**src/sv/svbs_pkg.sv**
```systemverilog
// Shared types and constants of the servo bus packet slave.
package svbs_pkg;

	localparam logic [7:0] OP_PING      = 8'h01;
	localparam logic [7:0] OP_READ      = 8'h02;
	localparam logic [7:0] OP_WRITE     = 8'h03;
	localparam logic [7:0] OP_REG_WRITE = 8'h04;
	localparam logic [7:0] OP_CLEAR     = 8'h06;

	localparam logic [7:0] PC_MAX   = 8'hFF;
	localparam logic [7:0] LEN_PING = 8'd2;
	localparam logic [7:0] LEN_READ = 8'd6;

	localparam logic [7:0] START_BYTE_RST   = 8'd255;
	localparam logic [7:0] BROADCAST_ID_RST = 8'd254;
	localparam logic [7:0] INITIAL_ID_RST   = 8'd1;
	localparam logic [7:0] ID_ADDR_RST      = 8'd3;
	localparam logic [7:0] SPEED_ADDR_RST   = 8'd36;
	localparam logic [7:0] ORIENT_ADDR_RST  = 8'd37;

	localparam int REPLY_MAX = 10;
	localparam int CNT_W     = 4;

	localparam logic [CNT_W-1:0] CNT_NONE = 4'd1;
	localparam logic [CNT_W-1:0] CNT_PING = 4'd6;
	localparam logic [CNT_W-1:0] CNT_READ = 4'd10;

	typedef enum logic [2:0] {
		PH_START0,
		PH_START1,
		PH_ID,
		PH_LEN,
		PH_INSTR,
		PH_PARAM,
		PH_CHECK
	} phase_t;

	typedef enum logic [1:0] {
		EV_NONE,
		EV_CLEAR,
		EV_SAVE
	} event_t;

	typedef enum logic [2:0] {
		CFG_START_BYTE,
		CFG_BROADCAST_ID,
		CFG_INITIAL_ID,
		CFG_ID_ADDR,
		CFG_SPEED_ADDR,
		CFG_ORIENT_ADDR
	} cfg_idx_t;

	// One request's worth of results: reply bytes in send order, or a single event.
	typedef struct packed {
		logic [REPLY_MAX-1:0][7:0] bytes;
		logic [CNT_W-1:0]          count;
		logic                      tx_valid;
		event_t                    ev;
		logic [7:0]                saved_id;
	} desc_t;

endpackage

```
**src/sv/servo_bus_packet_slave.sv**
```systemverilog
// Servo bus packet slave: parses received bus bytes and emits replies and events.
// Each accepted byte passes the input register and the result register and gives
// one or more result items: one item for most bytes, six for a ping reply and ten
// for a register read reply, one item per cycle while out_stall is low. A byte that
// gives a single item is taken every cycle while out_stall is low. During a reply
// the input register holds one more byte and in_stall stays high until the reply's
// final item is taken. The output serialiser sends the reply byte by byte.
// There is no clearing pass after reset.
module servo_bus_packet_slave #(
	parameter int KEPT_PARAMS = 2
) (
	input  logic        clk,
	input  logic        arst_n,
	input  logic        in_valid,
	output logic        in_stall,
	input  logic [7:0]  rx_byte,
	input  logic [31:0] speed_word,
	input  logic [31:0] orientation_word,
	output logic        out_valid,
	input  logic        out_stall,
	output logic [7:0]  tx_byte,
	output logic        tx_valid,
	output logic [1:0]  event_res,
	output logic [7:0]  saved_id,
	output logic        last,
	input  logic        cfg_wr_en,
	input  logic [2:0]  cfg_index,
	input  logic [7:0]  cfg_data
);
	import svbs_pkg::*;

	logic        valid_s1;
	logic [7:0]  rx_byte_s1;
	logic [31:0] speed_s1, orient_s1;
	logic        free, step, in_acc;
	desc_t       desc;

	assign in_stall = valid_s1 && !free;
	assign in_acc   = in_valid && !in_stall;
	assign step     = valid_s1 && free;

	always_ff @(posedge clk or negedge arst_n) begin
		if (!arst_n)
			valid_s1 <= 1'b0;
		else if (in_acc)
			valid_s1 <= 1'b1;
		else if (step)
			valid_s1 <= 1'b0;
	end

	always_ff @(posedge clk) begin
		if (in_acc) begin
			rx_byte_s1 <= rx_byte;
			speed_s1   <= speed_word;
			orient_s1  <= orientation_word;
		end
	end

	svbs_parser #(
		.KEPT_PARAMS(KEPT_PARAMS)
	) u_parser (
		.clk        (clk),
		.arst_n     (arst_n),
		.cfg_wr_en  (cfg_wr_en),
		.cfg_index  (cfg_index),
		.cfg_data   (cfg_data),
		.step       (step),
		.rx_byte_s1 (rx_byte_s1),
		.speed_s1   (speed_s1),
		.orient_s1  (orient_s1),
		.desc       (desc)
	);

	svbs_tx u_tx (
		.clk       (clk),
		.arst_n    (arst_n),
		.load      (step),
		.desc_in   (desc),
		.out_stall (out_stall),
		.out_valid (out_valid),
		.tx_byte   (tx_byte),
		.tx_valid  (tx_valid),
		.event_res (event_res),
		.saved_id  (saved_id),
		.last      (last),
		.free      (free)
	);

endmodule

```
**src/sv/svbs_parser.sv**
```systemverilog
// Packet parser, configuration registers and reply builder.
module svbs_parser #(
	parameter int KEPT_PARAMS = 2
) (
	input  logic           clk,
	input  logic           arst_n,
	input  logic           cfg_wr_en,
	input  logic [2:0]     cfg_index,
	input  logic [7:0]     cfg_data,
	input  logic           step,
	input  logic [7:0]     rx_byte_s1,
	input  logic [31:0]    speed_s1,
	input  logic [31:0]    orient_s1,
	output svbs_pkg::desc_t desc
);
	import svbs_pkg::*;

	localparam int IDX_W = $clog2(KEPT_PARAMS);

	logic [7:0] start_byte_q, broadcast_id_q, id_addr_q, speed_addr_q, orient_addr_q;
	logic [7:0] node_id_q, node_id_d;
	phase_t     phase_q, phase_d;
	logic [7:0] sum_q, sum_d, pkt_id_q, pkt_id_d, len_q, len_d;
	logic [7:0] instr_q, instr_d, pc_q, pc_d;
	logic [7:0] fp_q [KEPT_PARAMS];
	logic       fp_we;
	logic       idle_go;

	logic [7:0]  c, addr, val;
	logic        own, not_bc;
	logic [31:0] word;
	logic [7:0]  ping_sum, read_sum;

	assign c      = rx_byte_s1;
	assign addr   = fp_q[0];
	assign val    = fp_q[1];
	assign own    = (pkt_id_q == node_id_q);
	assign not_bc = (pkt_id_q != broadcast_id_q);
	assign word   = (addr == speed_addr_q) ? speed_s1 : orient_s1;

	assign ping_sum = node_id_q + LEN_PING + OP_PING;
	assign read_sum = node_id_q + LEN_READ + OP_READ + word[31:24] + word[23:16]
		+ word[15:8] + word[7:0];

	always_comb begin
		phase_d   = phase_q;
		sum_d     = sum_q;
		pkt_id_d  = pkt_id_q;
		len_d     = len_q;
		instr_d   = instr_q;
		pc_d      = pc_q;
		node_id_d = node_id_q;
		fp_we     = 1'b0;
		idle_go   = 1'b0;
		desc          = '0;
		desc.count    = CNT_NONE;
		desc.tx_valid = 1'b0;
		desc.ev       = EV_NONE;
		case (phase_q)
			PH_START0, PH_START1: begin
				if (c == start_byte_q)
					phase_d = (phase_q == PH_START0) ? PH_START1 : PH_ID;
				else
					idle_go = 1'b1;
			end
			PH_ID: begin
				sum_d    = c;
				pkt_id_d = c;
				if (c == node_id_q || c == broadcast_id_q)
					phase_d = PH_LEN;
				else
					idle_go = 1'b1;
			end
			PH_LEN: begin
				sum_d   = sum_q + c;
				len_d   = c;
				phase_d = PH_INSTR;
			end
			PH_INSTR: begin
				sum_d   = sum_q + c;
				instr_d = c;
				phase_d = (c == OP_PING) ? PH_CHECK : PH_PARAM;
			end
			PH_PARAM: begin
				sum_d = sum_q + c;
				fp_we = (pc_q < 8'(KEPT_PARAMS));
				pc_d  = (pc_q != PC_MAX) ? pc_q + 8'd1 : pc_q;
				if ({1'b0, pc_d} + 9'd2 >= {1'b0, len_q})
					phase_d = PH_CHECK;
			end
			PH_CHECK: begin
				idle_go = 1'b1;
				if (c == ~sum_q) begin
					if (instr_q == OP_PING && own) begin
						desc.bytes[0] = start_byte_q;
						desc.bytes[1] = start_byte_q;
						desc.bytes[2] = node_id_q;
						desc.bytes[3] = LEN_PING;
						desc.bytes[4] = OP_PING;
						desc.bytes[5] = ~ping_sum;
						desc.count    = CNT_PING;
						desc.tx_valid = 1'b1;
					end else if (instr_q == OP_READ && own &&
						(addr == speed_addr_q || addr == orient_addr_q)) begin
						desc.bytes[0] = start_byte_q;
						desc.bytes[1] = start_byte_q;
						desc.bytes[2] = node_id_q;
						desc.bytes[3] = LEN_READ;
						desc.bytes[4] = OP_READ;
						desc.bytes[5] = word[31:24];
						desc.bytes[6] = word[23:16];
						desc.bytes[7] = word[15:8];
						desc.bytes[8] = word[7:0];
						desc.bytes[9] = ~read_sum;
						desc.count    = CNT_READ;
						desc.tx_valid = 1'b1;
					end else if (instr_q == OP_CLEAR) begin
						desc.ev = EV_CLEAR;
					end else if (instr_q == OP_WRITE && addr == id_addr_q && not_bc) begin
						node_id_d = val;
					end else if (instr_q == OP_REG_WRITE && addr == id_addr_q && not_bc) begin
						node_id_d     = val;
						desc.ev       = EV_SAVE;
						desc.saved_id = val;
					end
				end
			end
			default: idle_go = 1'b1;
		endcase
		if (idle_go) begin
			phase_d  = PH_START0;
			sum_d    = '0;
			pkt_id_d = '0;
			len_d    = '0;
			instr_d  = '0;
			pc_d     = '0;
		end
	end

	always_ff @(posedge clk or negedge arst_n) begin
		if (!arst_n) begin
			start_byte_q   <= START_BYTE_RST;
			broadcast_id_q <= BROADCAST_ID_RST;
			id_addr_q      <= ID_ADDR_RST;
			speed_addr_q   <= SPEED_ADDR_RST;
			orient_addr_q  <= ORIENT_ADDR_RST;
			node_id_q      <= INITIAL_ID_RST;
			phase_q        <= PH_START0;
			sum_q          <= '0;
			pkt_id_q       <= '0;
			len_q          <= '0;
			instr_q        <= '0;
			pc_q           <= '0;
		end else if (cfg_wr_en) begin
			case (cfg_index)
				CFG_START_BYTE:   start_byte_q   <= cfg_data;
				CFG_BROADCAST_ID: broadcast_id_q <= cfg_data;
				CFG_INITIAL_ID:   node_id_q      <= cfg_data;
				CFG_ID_ADDR:      id_addr_q      <= cfg_data;
				CFG_SPEED_ADDR:   speed_addr_q   <= cfg_data;
				CFG_ORIENT_ADDR:  orient_addr_q  <= cfg_data;
				default: ;
			endcase
		end else if (step) begin
			node_id_q <= node_id_d;
			phase_q   <= phase_d;
			sum_q     <= sum_d;
			pkt_id_q  <= pkt_id_d;
			len_q     <= len_d;
			instr_q   <= instr_d;
			pc_q      <= pc_d;
		end
	end

	// Kept parameters: no reset; one that the packet did not write keeps its old value.
	always_ff @(posedge clk) begin
		if (step && fp_we)
			fp_q[pc_q[IDX_W-1:0]] <= c;
	end

endmodule

```
**src/sv/svbs_tx.sv**
```systemverilog
// Result register and reply serialiser.
module svbs_tx (
	input  logic            clk,
	input  logic            arst_n,
	input  logic            load,
	input  svbs_pkg::desc_t desc_in,
	input  logic            out_stall,
	output logic            out_valid,
	output logic [7:0]      tx_byte,
	output logic            tx_valid,
	output logic [1:0]      event_res,
	output logic [7:0]      saved_id,
	output logic            last,
	output logic            free
);
	import svbs_pkg::*;

	desc_t            desc_s2;
	logic             valid_s2;
	logic [CNT_W-1:0] idx_q;
	logic             accept;

	assign last      = (idx_q == desc_s2.count - 4'd1);
	assign accept    = valid_s2 && !out_stall;
	assign free      = !valid_s2 || (accept && last);
	assign out_valid = valid_s2;
	assign tx_byte   = desc_s2.bytes[idx_q];
	assign tx_valid  = desc_s2.tx_valid;
	assign event_res = desc_s2.ev;
	assign saved_id  = desc_s2.saved_id;

	always_ff @(posedge clk or negedge arst_n) begin
		if (!arst_n) begin
			valid_s2 <= 1'b0;
			idx_q    <= '0;
		end else if (load) begin
			valid_s2 <= 1'b1;
			idx_q    <= '0;
		end else if (accept && last) begin
			valid_s2 <= 1'b0;
			idx_q    <= '0;
		end else if (accept) begin
			idx_q <= idx_q + 4'd1;
		end
	end

	always_ff @(posedge clk) begin
		if (load)
			desc_s2 <= desc_in;
	end

endmodule

```
**config.mk**
```make
export PLATFORM = sky130hd
export DESIGN_NAME = servo_bus_packet_slave
export DESIGN_NICKNAME = d
export VERILOG_FILES = /design/src/sv/svbs_pkg.sv /design/src/sv/servo_bus_packet_slave.sv /design/src/sv/svbs_parser.sv /design/src/sv/svbs_tx.sv
export SDC_FILE = /design/constraint.sdc
export NUM_CORES = 1
export LEC_CHECK = 0
export BUFFER_PORTS_ARGS = -buffer_cell sky130_fd_sc_hd__clkbuf_2
export CORE_AREA = 2 2 163 165
export DETAILED_ROUTE_END_ITERATION = 12
export DIE_AREA = 0 0 165 167
export HOLD_SLACK_MARGIN = 0.12
export MAX_ROUTING_LAYER = met4
export PLACE_DENSITY_LB_ADDON = 0.25
export RECOVER_POWER = 100
export REMOVE_ABC_BUFFERS = 1
export SLEW_MARGIN = 20
export SYNTH_ARGS = -nofsm -noshare
export SYNTH_HDL_FRONTEND = slang
export SYNTH_SLANG_ARGS = --single-unit
export TNS_END_PERCENT = 100
```
**constraint.sdc**
```tcl
create_clock -name clk -period 11.8 [get_ports clk]
set_input_delay 0.59 -clock clk [delete_from_list [all_inputs] [get_ports clk]]
set_output_delay 0.59 -clock clk [all_outputs]
set_load 0.005 [all_outputs]
```
After elaboration in Yosys (flattened, before gate mapping)
Memory sizes are Yosys's and may differ from the RTL's.
Cells that the tools add are included.
{ "classes": {"n_addsub": 13, "mul": 0, "n_div": 0, "n_lt_le_gt_ge": 3, "n_eq_ne": 35, "n_shift": 0, "mux": 49, "bitwise_logic": 8, "n_reduce_logical": 55} }
{ "ops": {"columns": ["cell", "count"], "rows": [
  ["8-bit two-way mux", 21],
  ["53-bit two-way mux", 2],
  ["8-bit equality test", 8],
  ["8-bit adder", 5],
  ["8-bit binary-select mux with 4-bit select", 1],
  ["32-bit two-way mux", 1],
  ["8-bit NOT", 3],
  ["2-bit nonzero test", 9],
  ["8-bit by 1-bit adder with 8-bit output (second input constant)", 2],
  ["8-bit by 2-bit adder with 8-bit output (second input constant)", 2],
  ["8-bit by 1-bit equality test with 1-bit output (second input constant)", 2],
  ["8-bit by 2-bit equality test with 1-bit output (second input constant)", 2],
  ["8-bit by 3-bit equality test with 1-bit output (second input constant)", 2],
  ["8-bit one-hot mux with 2 select lines", 1],
  ["3-bit equality test (second input constant)", 5],
  ["3-bit one-hot mux with 5 select lines", 1],
  ["3-bit AND reduction", 5],
  ["1-bit logical AND", 13],
  ["3-bit by 2-bit equality test with 1-bit output (second input constant)", 4],
  ["3-bit two-way mux", 4],
  ["4-bit two-way mux", 3],
  ["2-bit AND reduction", 6],
  ["1-bit two-way mux", 10],
  ["10-bit two-way mux", 1],
  ["other kinds (30)", 50]
]} }
{ "word_totals": {"register_bits": 264, "latch_bits": 0, "ram_bits": 16, "romBits": 0, "inputBits": 88, "word_cells": 200, "mem_count": 1} }
{ "memory_table": {"columns": ["name", "words", "width", "rd", "rd_ports_with_merged_regs", "write_ports", "line_no", "rtl"], "rows": [
  ["u_parser.fp_q", 2, 8, 2, 0, 1, "svbs_parser.sv:25", "logic [7:0] fp_q [KEPT_PARAMS];"]
]} }

Logic depth before layout (Yosys ltp)
Gate-level depths: netlist of the first run.
An unclocked memory read counts as a cell.
{ "logic_depth": {"depth_word": 13, "mapped_depth": 19, "mapped_depth_nobuf": 18} }

Cells and area by module
Synthesis of the first run repeated with hierarchy kept, for this count alone.
{ "unflattened": {"cells_unflattened": 1142, "area_unflattened_um2": 14680.3} }
{ "by_module_without_submodules": {"columns": ["module", "n_inst", "cells_each", "area_per_inst_um2", "seq_area_each_um2"], "rows": [
  ["svbs_parser", 1, 850, 8490.6, 2786.4],
  ["svbs_tx", 1, 214, 3963.8, 2977.9],
  ["servo_bus_packet_slave", 1, 78, 2225.9, 2187.1]
]} }

Worst setup path after synthesis of the first run
Ideal clock, no wire load.
{ "synth_path": {"path_type": "reg2reg", "start": "register u_parser.speed_addr_q[2]", "end": "register u_tx.desc_s2[94] (netlist bit), data pin", "arrival_ns": 4.407, "slack_ns": 7.127, "path_stages_with_launch": 18, "path_buffers": 1, "period_less_slack_ns": 4.673, "path_cell_list": "dfstp_2 > xnor2_1 > nand4_1 > nor2_1 > buf_2 > mux2_2 > fa_1 > fa_1 > inv_1 > fa_1 > inv_1 > ha_1 > a21o_1 > a21oi_1 > o21ai_0 > xnor2_1 > xnor2_1 > nor2_1"} }
{ "synth_via": {"elab_chain_cells": 7, "word_cells_on_any_way": 11, "cone_classes": "add/sub (4); eq/ne (1); mux (1); bitwise (2); reduce/logical (3)"} }
{ "synth_lines": {"columns": ["item", "line_no", "rtl"], "rows": [
  ["start: declaration", "svbs_parser.sv:20", "logic [7:0] start_byte_q, broadcast_id_q, id_addr_q, speed_addr_q, orient_addr_q;"],
  ["start signal: assignment", "svbs_parser.sv:160", "CFG_SPEED_ADDR: speed_addr_q <= cfg_data;"],
  ["8-bit equality test *", "svbs_parser.sv:39, svbs_parser.sv:104", null],
  ["32-bit two-way mux", "svbs_parser.sv:39", "assign word = (addr == speed_addr_q) ? speed_s1 : orient_s1;"],
  ["8-bit adder (2 in a row)", "svbs_parser.sv:42", "assign read_sum = node_id_q + LEN_READ + OP_READ + word[31:24] + word[23:16]"],
  ["8-bit adder (2 in a row)", "svbs_parser.sv:43", "+ word[15:8] + word[7:0];"],
  ["8-bit NOT", "svbs_parser.sv:114", "desc.bytes[9] = ~read_sum;"],
  ["end signal: assignment", "svbs_tx.sv:49", "desc_s2 <= desc_in;"],
  ["end: declaration", "svbs_tx.sv:18", "desc_t desc_s2;"]
]} }
Every way passes the cells marked *; elsewhere a longest branch is shown, timed or not.
A chain may end at the register's enable or synchronous reset.

==> results of run 1 <==
==> flip-flops by register name, summed over array words and instances (netlist names) <==
signal / flops
u_tx.idx_q: 4
u_parser.phase_q: 3
u_parser.instr_q: 8
rx_byte_s1: 8
u_parser.fp_q: 16
u_tx.saved_id: 8
u_parser.start_byte_q: 8
u_parser.len_q: 8
u_parser.pc_q: 8
u_tx.desc_s2: 60
u_parser.orient_addr_q: 8
u_parser.id_addr_q: 8
u_tx.event_res: 2
u_parser.node_id_q: 8
u_parser.sum_q: 8
valid_s1: 1
speed_s1: 32
u_tx.out_valid: 1
u_parser.pkt_id_q: 8
orient_s1: 32
u_parser.broadcast_id_q: 8
u_parser.speed_addr_q: 8
==> critical path: cells and delay by family (launching register included) <==
kind | cells | cell delay, ns
buffers and inverters | 3 | 1.60
adder cells (fa/ha/maj) | 4 | 1.86
AO/OA/AOI/OAI | 3 | 0.50
AND/OR/NAND/NOR | 3 | 0.43
multiplexers | 1 | 0.45
XOR/XNOR | 3 | 0.51
flip-flops | 1 | 0.46
==> kinds of logic (layout without fill, tap and decap cells) <==
| family | count (synthesis) | count (layout) | share of synthesized area |
|---|---|---|---|
| xor+xnor | 105 | 105 | 0.07159 |
| simple gates | 234 | 234 | 0.09421 |
| compound gates | 151 | 151 | 0.08070 |
| mux | 113 | 113 | 0.09795 |
| flops | 255 | 255 | 0.5516 |
| fa+ha+maj | 54 | 54 | 0.06383 |
| buf+inv | 120 | 233 | 0.04016 |
==> placed cells by master, fill, tap and decap left out, drive strengths merged, types with 25 or more instances in the layout <==
master	count
nor2	53
xor2	35
ha	33
a22o	25
xnor2	69
dfrtp	74
o21ai	38
nand2	59
mux2i	31
edfxtp	158
clkbuf	157
mux2	80
and2	31
inv	59
==> Yosys cell counts, drive strengths merged, types with 23 or more instances <==
cell,number
edfxtp,158
mux2,80
dfrtp,74
xnor2,69
inv,60
nand2,59
nor2,53
o21ai,38
xor2,35
ha,33
and2,31
mux2i,31
clkbuf,30
buf,28
a22o,25
a21oi,24
dfstp,23
==> final timing paths <==
check / endpoint / startpoint / cells past startpoint
min in group asynchronous: u_parser.node_id_q[7] / arst_n / 2
max in group asynchronous: u_parser.pc_q[3] / arst_n / 3
setup reg to reg: u_tx.desc_s2[94] / u_parser.fp_q[0][6] / 17
setup / recovery: u_tx.desc_s2[94] / u_parser.fp_q[0][6] / 17
hold reg to reg: u_parser.len_q[2] / u_parser.len_q[2] / 1
hold / removal: rx_byte_s1[3] / rx_byte[3] / 1
==> final cells by class <==
cell class	instances	area, µm²
Fill cell	2146	11070
Multi-Input combinational cell	657	5301
Clock buffer	40	807.0
Clock inverter	12	167.7
Timing Repair Buffer	119	569.3
Inverter	62	232.7
Tap cell	335	419.2
Sequential cell	255	7201
==> metal layers <==
metal	wire length, µm	GRT usage	share of wire	vias up
met4	583	0.05595	0.020	0
li1	-	-	-	3874
met2	13390	0.3326	0.46	244
met5	0	-	0	-
met3	1752	0.03462	0.061	43
met1	13120	0.3136	0.45	4059
==> per-stage QoR <==
| step | utilization | power (mW) |
|---|---|---|
| floorplan | - | 1.970 |
| global placement | 0.5360 | 2.230 |
| global route | 0.5705 | 3.346 |
| detailed placement | 0.5362 | 2.251 |
| finish | 0.5705 | 3.142 |
| CTS | 0.5744 | 3.168 |
==> power groups by stage <==
stage / clock network, mW / logic (mW) / registers, mW
2_1_floorplan: 0 / 0.729 / 1.24
3_3_place_gp: 0 / 0.935 / 1.29
3_5_place_dp: 0 / 0.953 / 1.30
4_1_cts: 0.929 / 0.958 / 1.28
5_1_grt: 0.970 / 1.07 / 1.31
6_report: 0.912 / 0.940 / 1.29
==> timing repair <==
item                                   CTS  global route
setup buffers                            0             0
hold buffers                             1             0
endpoints found under the hold margin   20             0
==> metrics.cfg, run 1 <==
[global_route]
grt-ovfl-total=0
grt_pass1_wl_um=45630
grt_usage=0.2203
antenna_found_initial=0
grt_max_degree=75
grt_pass1_vias=8299

[power_and_ir_drop]
intPower_mw=2.129
power.switching_mw=1.012
power.leakage_nw=5.729
comb_power_share=0.299
swShare=0.3222
power_density_mw_per_mm2=213.8
vdd_drop_max_uv=171.3
seq_power_share=0.411
clkPwrFrac=0.290

[logic_synthesis]
synth-seq-cells=255
yosysWarnings=0
synth_edf_count=158
synth_cell_types=72
avgSynthCellArea_um2=12.65
ys_seq_area_frac=0.5516
syn_area_mm2=0.01306
synth_area_leader_cell=edfxtp_1
async_flop_share=0.3804
synthesis.instances=1032
netlist_top_cells_area=edfxtp_1 36%, dfrtp_1 14%, mux2_2 6.4%
synthFlopType=edfxtp_1
yosysTopAreaCellShare=0.3634

[sta]
fmax_ghz=0.1634
worst-slew-pin-transition_ns=4.038
slew_viol_final=295
hold-worst-slack_ns=0.2238
hold_viol_final=0
min_period_ns=6.121
finalSetupViolations=0
rsz0062_at_grt=no
relSlewSlack=-1.692
fin_ws_ns=5.679
tns_ns=0
finalCritPeriodShare=0.5188
finClkSkew_ns=0.01115

[cts]
insertion_delay_ns=0.54
cts_sinks=255
post_cts_resized=0
cts_tree=built
clock_path_buffers=3
cts-root-buf=clkbuf_16
cts_max_level=1
cts_buffers=28
clk_pin_slew_worst_paths_ns=0.06

[detailed_routing]
drt.antenna.violating_nets=0
drt_iter0_drc=635
num_vias=8220
totalWireLength_um=28850
wire_per_inst_um=19.49
drc_errors=0
viasPerCell=5.554
first_pass_iters=5

[floorplan]
core_mm2=0.02576
dieWidth_um=165
std_cell_rows=59
die_area_mm2=0.02756
die_y_um=167
pin_count=110
start_util=0.5067

[critical_path]
cp-end-kind=flop
worstPathMaxFanout=33
critPathMaxStageDelay_ns=1.49
crit_chain=xnor2_1 -> nand4_1 -> nor2_4 -> clkbuf_1 -> mux2_1 -> fa_1 -> fa_1 -> inv_1 -> fa_1 -> inv_1 -> ha_1 -> a21o_1 -> a21oi_1 -> o21ai_0 -> xnor2_1 -> xnor2_1 -> nor2_1
cp-start-kind=flop
reg2reg_setup_slack_ns=5.68
crit_type=reg -> reg
crit_arrival_ns=6.36
slowest_stage=clkbuf_1
cp.required_ns=12.04

[placed_design]
dpl_cell_area_mm2=0.01381
dp.cells=1427
globalplace.congestion=0.8573
place_hpwl_um=19600
pre_cts_ws_ns=6.794
io_buffers=109

[worst_hold_path]
hp-class=in -> reg

[final_layout]
num-nets-final=1265
drive_above_1_share=0.2087
layoutNonFillerInstCount=1480
area.growth.synth_to_final_pct=12.58
antenna_cells=0
stdcell_area_mm2=0.01470

[run_status]
violations=capacitance limit, slew limit
status=finished with violations

[run]
drv_cap=6

Note: power is estimated with default switching activity, not from simulation.
==> run 2, diff against run 1 <==
==> constraint.sdc (replaced) <==
create_clock -name clk -period 5.5 [get_ports clk]
set_input_delay 0.275 -clock clk [delete_from_list [all_inputs] [get_ports clk]]
set_output_delay 0.275 -clock clk [all_outputs]
set_load 0.005 [all_outputs]
==> run 2 against run 1 <==
Compared with the run above:
- the run still ends with capacitance limit, slew limit left
- clock-buffer cell count shrank 3
- sequential cell count is the same
- sequential power grew 110%
- clock power grew 110%
- wire length grew 4.6%
- maximum frequency grew 23%
- core utilization grew 3.1 points
- largest power group unchanged
==> metrics.cfg, run 2 (synthesis results as in run 1) <==
[run_status]
status=finished with violations
violations=capacitance limit, slew limit

[floorplan]
core_mm2=0.02576
std_cell_rows=59
dieWidth_um=165
pin_count=110
die_y_um=167
die_area_mm2=0.02756
start_util=0.5067

[power_and_ir_drop]
vdd_drop_max_uv=365.8
swShare=0.3256
comb_power_share=0.312
intPower_mw=4.600
power_density_mw_per_mm2=439.9
power.switching_mw=2.221
seq_power_share=0.401
power.leakage_nw=6.093
clkPwrFrac=0.287

[sta]
fmax_ghz=0.2005
min_period_ns=4.987
rsz0062_at_grt=no
finalSetupViolations=0
hold_viol_final=0
finClkSkew_ns=0.01281
finalCritPeriodShare=0.9067
tns_ns=0
worst-slew-pin-transition_ns=2.569
slew_viol_final=215
relSlewSlack=-0.7128
hold-worst-slack_ns=0.1126
fin_ws_ns=0.5131

[placed_design]
dpl_cell_area_mm2=0.01383
globalplace.congestion=0.8590
pre_cts_ws_ns=0.5451
io_buffers=109
place_hpwl_um=19960

[detailed_routing]
drc_errors=0
num_vias=8609
viasPerCell=5.512
drt.antenna.violating_nets=0
first_pass_iters=5
wire_per_inst_um=19.32
totalWireLength_um=30180
drt_iter0_drc=651

[global_route]
grt_usage=0.2298
grt_pass1_vias=8680
grt_max_degree=71
antenna_found_initial=0
grt_pass1_wl_um=47540
grt-ovfl-total=0

[cts]
clk_pin_slew_worst_paths_ns=0.06
post_cts_resized=0
cts_sinks=255
cts-root-buf=clkbuf_16
cts_max_level=1
cts_tree=built
clock_path_buffers=3
cts_buffers=28
insertion_delay_ns=0.54

[critical_path]
cp-end-kind=flop
crit_type=reg -> reg
reg2reg_setup_slack_ns=0.51
cp-start-kind=flop
cp.required_ns=5.74
worstPathMaxFanout=16
crit_arrival_ns=5.23

[final_layout]
drive_above_1_share=0.2005
stdcell_area_mm2=0.01550
largestRegisters=u_tx.desc_s2 (60), orient_s1 (32), speed_s1 (32)
largest_reg_flops=60
antenna_cells=0
area.growth.synth_to_final_pct=18.77
num-nets-final=1347
top_register=u_tx.desc_s2
seqCellArea_mm2=0.007201
multi_input_area_mm2=0.005300
nFillCells=2068
layout_common_cells=158 x edfxtp_1, 98 x clkbuf_2, 80 x dlygate4sd3_1
final_common_cell=edfxtp_1

[worst_hold_path]
hp-class=in -> reg

[run]
drv_cap=5

run 2: cell count changes in the layout (fill, tap and decap cells not counted), moves of 3 or more:
cell and change:
clkbuf_2 +8, clkinv_1 +3, buf_4 +4, dlygate4sd3_1 +79, clkbuf_1 -8, and2_1 +3
clkbuf_8 -4
run 2: what timing repair did:
action                    in CTS  in global routing
hold endpoints to repair     133                  0
buffers inserted               0                  0
hold buffers                  80                  0
run 2: cell type report:
cell class,count,share of cell area
inverters,62,0.01501
well taps,335,0.02703
clock inverters,15,0.01291
clock buffers,37,0.04874
multi-input cells,657,0.3418
flip-flops and latches,255,0.4644
repair buffers,201,0.09006
run 2: path summary, 6_finish.rpt:
path / start / endpoint / cells after the start
setup / recovery: u_parser.fp_q[0][6] / u_tx.desc_s2[94] / 16
hold / removal: cfg_data[7] / u_parser.start_byte_q[7] / 2
setup reg to reg: u_parser.fp_q[0][6] / u_tx.desc_s2[94] / 16
hold reg to reg: u_parser.sum_q[5] / u_parser.sum_q[5] / 2
max in group asynchronous: arst_n / u_parser.len_q[1] / 3
min in group asynchronous: arst_n / u_tx.out_valid / 2
run 2: power by group through the flow:
stage	sequential [mW]	clock [mW]	combinational [mW]
after floorplan	2.66	0	1.56
after global placement	2.76	0	2.04
after detailed placement	2.76	0	2.10
after CTS	2.72	1.99	2.16
after global routing	2.77	2.07	2.40
final	2.74	1.96	2.13
run 2: metal layers:
layer,vias to the layer above,GRT usage,wire [µm]
met1,4258,0.3157,13370
met5,-,-,0
met3,57,0.03064,1661
met4,0,0.06049,788
li1,4043,-,-
met2,251,0.3621,14360
run 2: metrics by stage:
step	std cells	power (mW)	util
after floorplan	974	4.227	-
after global placement	1430	4.797	0.5368
after detailed placement	1430	4.859	0.5368
after CTS	1562	6.879	0.6050
after global routing	1562	7.237	0.6018
final	1562	6.820	0.6018
run 2: critical path: stages, from the launching register on:
cell,delay [ns]
edfxtp_1,0.44
xnor2_1,0.19
nand4_1,0.22
nor2_4,0.35
buf_4,0.35
mux2_1,0.40
fa_1,0.55
inv_1,0.05
fa_1,0.50
fa_1,0.54
inv_1,0.05
ha_1,0.33
a21oi_1,0.21
o21ai_0,0.14
xnor2_1,0.18
xnor2_1,0.14
nor2_1,0.05
==> run 3, diff against run 2 <==
==> constraint.sdc (replaced) <==
create_clock -name clk -period 4.8 [get_ports clk]
set_input_delay 0.24 -clock clk [delete_from_list [all_inputs] [get_ports clk]]
set_output_delay 0.24 -clock clk [all_outputs]
set_load 0.005 [all_outputs]
==> run 3 against run 2 <==
Compared with the run above:
- the run still ends with capacitance limit, slew limit left
- core utilization grew 0.61 points
- final cell count increased by 0.83%
- via count rose by 1.5%
- largest cell class unchanged
- largest power group unchanged
==> metrics.cfg, run 3 (synthesis results as in run 1) <==
[critical_path]
cp-start-kind=flop
cp.required_ns=5.07
r2r_cells=17
worstPathMaxFanout=10
critPathMaxStageDelay_ns=0.59
crit_chain=xnor2_1 -> nand4_1 -> nor2_4 -> buf_12 -> mux2_2 -> fa_1 -> fa_1 -> inv_1 -> fa_1 -> inv_1 -> ha_1 -> a21o_1 -> a21oi_2 -> o21ai_1 -> xnor2_1 -> xnor2_1 -> nor2_1
slowest_stage=fa_1
timing.rr.start=u_parser.speed_addr_q[5]
crit_arrival_ns=4.99
reg2reg_setup_slack_ns=0.08
cp-end-kind=flop
crit_type=reg -> reg
r2r-end=u_tx.desc_s2[94]

[run_status]
violations=capacitance limit, slew limit
status=finished with violations

[final_layout]
antenna_cells=0
final_util=0.6079
drive_above_1_share=0.2274
stdcell_area_mm2=0.01566
final_common_cell=edfxtp_1
largest_reg_flops=60
layoutNonFillerInstCount=1575
layout_common_cells=158 x edfxtp_1, 99 x clkbuf_2, 82 x dlygate4sd3_1
nFillCells=2004
num-nets-final=1361
area.growth.synth_to_final_pct=19.96
top_register=u_tx.desc_s2
largestRegisters=u_tx.desc_s2 (60), orient_s1 (32), speed_s1 (32)

[cts]
clock_path_buffers=3
cts-root-buf=clkbuf_16
cts_max_level=1
clk_pin_slew_worst_paths_ns=0.06
cts_tree=built
cts_sinks=255
insertion_delay_ns=0.55
cts_buffers=27

[detailed_routing]
drt_iter0_drc=754
viasPerCell=5.549
num_vias=8740
drc_errors=0
wire_per_inst_um=19.35
drt.antenna.violating_nets=0
first_pass_iters=5
totalWireLength_um=30480

[sta]
fmax_ghz=0.2120
finalCritPeriodShare=0.9829
worst-slew-pin-transition_ns=3.132
rsz0062_at_grt=yes
hold_viol_final=0
relSlewSlack=-1.088
finalSetupViolations=0
slew_viol_final=138
min_period_ns=4.718
finClkSkew_ns=0.01389

[worst_hold_path]
worstHoldStart=cfg_data[0]
min_path_cells=2
whs_endpoint=u_parser.orient_addr_q[0]
hp-class=in -> reg

[power_and_ir_drop]
vdd_drop_max_uv=384.9
power_density_mw_per_mm2=499.3
p_total_mw=7.820
power.leakage_nw=6.200

[floorplan]
std_cell_rows=59
start_util=0.5067
die_y_um=167
die_area_mm2=0.02756
dieWidth_um=165
pin_count=110
core_mm2=0.02576

[placed_design]
io_buffers=109
dp.cells=1439
globalplace.congestion=0.8835
place_hpwl_um=20090
dpl_cell_area_mm2=0.01394

[global_route]
grt_pass1_vias=8758
grt_usage=0.2314
grt-ovfl-total=0
antenna_found_initial=0
grt_max_degree=73
grt_pass1_wl_um=47960

[run]
drv_cap=3

run 3: changes by cell type in the layout (fill, tap and decap cells not counted), moves of 4 or more:
cell | before | now
bufinv_16 | 5 | 1
and2_0 | 22 | 1
mux2_1 | 10 | 3
clkbuf_1 | 26 | 21
mux2_4 | 0 | 6
and2_1 | 9 | 29
buf_4 | 5 | 15
run 3: worst max-delay path by stage:
stage / to / cells past startpoint / from / slack [ns]
floorplan: u_tx.desc_s2[94] / 16 / u_parser.speed_addr_q[2] / -1.00
global placement: u_tx.desc_s2[94] / 17 / u_parser.fp_q[0][3] / 0.17
detailed placement: u_tx.desc_s2[94] / 17 / u_parser.fp_q[0][0] / 0.07
CTS: u_tx.desc_s2[94] / 17 / u_parser.fp_q[0][0] / 0.04
global route: u_tx.desc_s2[94] / 18 / u_parser.speed_addr_q[5] / -0.07
finish: u_tx.desc_s2[94] / 17 / u_parser.speed_addr_q[5] / 0.08
run 3: repair_timing:
action                                  4_1_cts  5_1_grt
resized for setup                             0        8
hold endpoints to repair                    151        0
endpoints found under the setup margin        0        2
hold buffers                                 82        0
setup buffers                                 0        4
run 3: layer usage:
layer / global-route usage / up-vias / wire [µm]
met2: 0.3614 / 307 / 14510
li1: - / 4060 / -
met3: 0.03736 / 54 / 1847
met1: 0.3140 / 4319 / 13270
met5: - / - / 0
met4: 0.06654 / 0 / 856
run 3: worst max-delay path, delay by kind of cell, from the launching register on:
kind | cells | cell delay (ns)
adders and majority gates | 4 | 1.86
DFF | 1 | 0.54
xor gates and xnor gates | 3 | 0.52
AOI/OAI and AO/OA | 3 | 0.44
and+or+nand+nor | 3 | 0.42
muxes | 1 | 0.37
buffers and inverters | 3 | 0.27
run 3: through the flow:
| stage | hold WS (ns) | setup slack (ns) | TNS (ns) |
|---|---|---|---|
| after detailed placement | 0.3595 | 0.07102 | 0 |
| after CTS | 0.1360 | 0.04471 | 0 |
| after global placement | 0.3474 | 0.1719 | 0 |
| after floorplan | -0.05559 | -1.004 | -4.102 |
| after global routing | 0.1358 | -0.06899 | -0.06899 |
| final | 0.1460 | 0.08199 | 0 |
run 3: area by class of cell:
class / instances / area, µm² / share of cell area
Clock buffer: 36 / 775.7 / 0.04953
Inverter: 62 / 232.7 / 0.01486
Multi-Input combinational cell: 657 / 5380 / 0.3435
Clock inverter: 14 / 108.9 / 0.006951
Timing Repair Buffer: 216 / 1544 / 0.09859
Tap cell: 335 / 419.2 / 0.02676
Sequential cell: 255 / 7201 / 0.4598
run 3: power by group:
group | internal, mW | switching, mW
Combinational | 1.27 | 1.39
Clock | 1.19 | 0.880
Sequential | 2.74 | 0.351
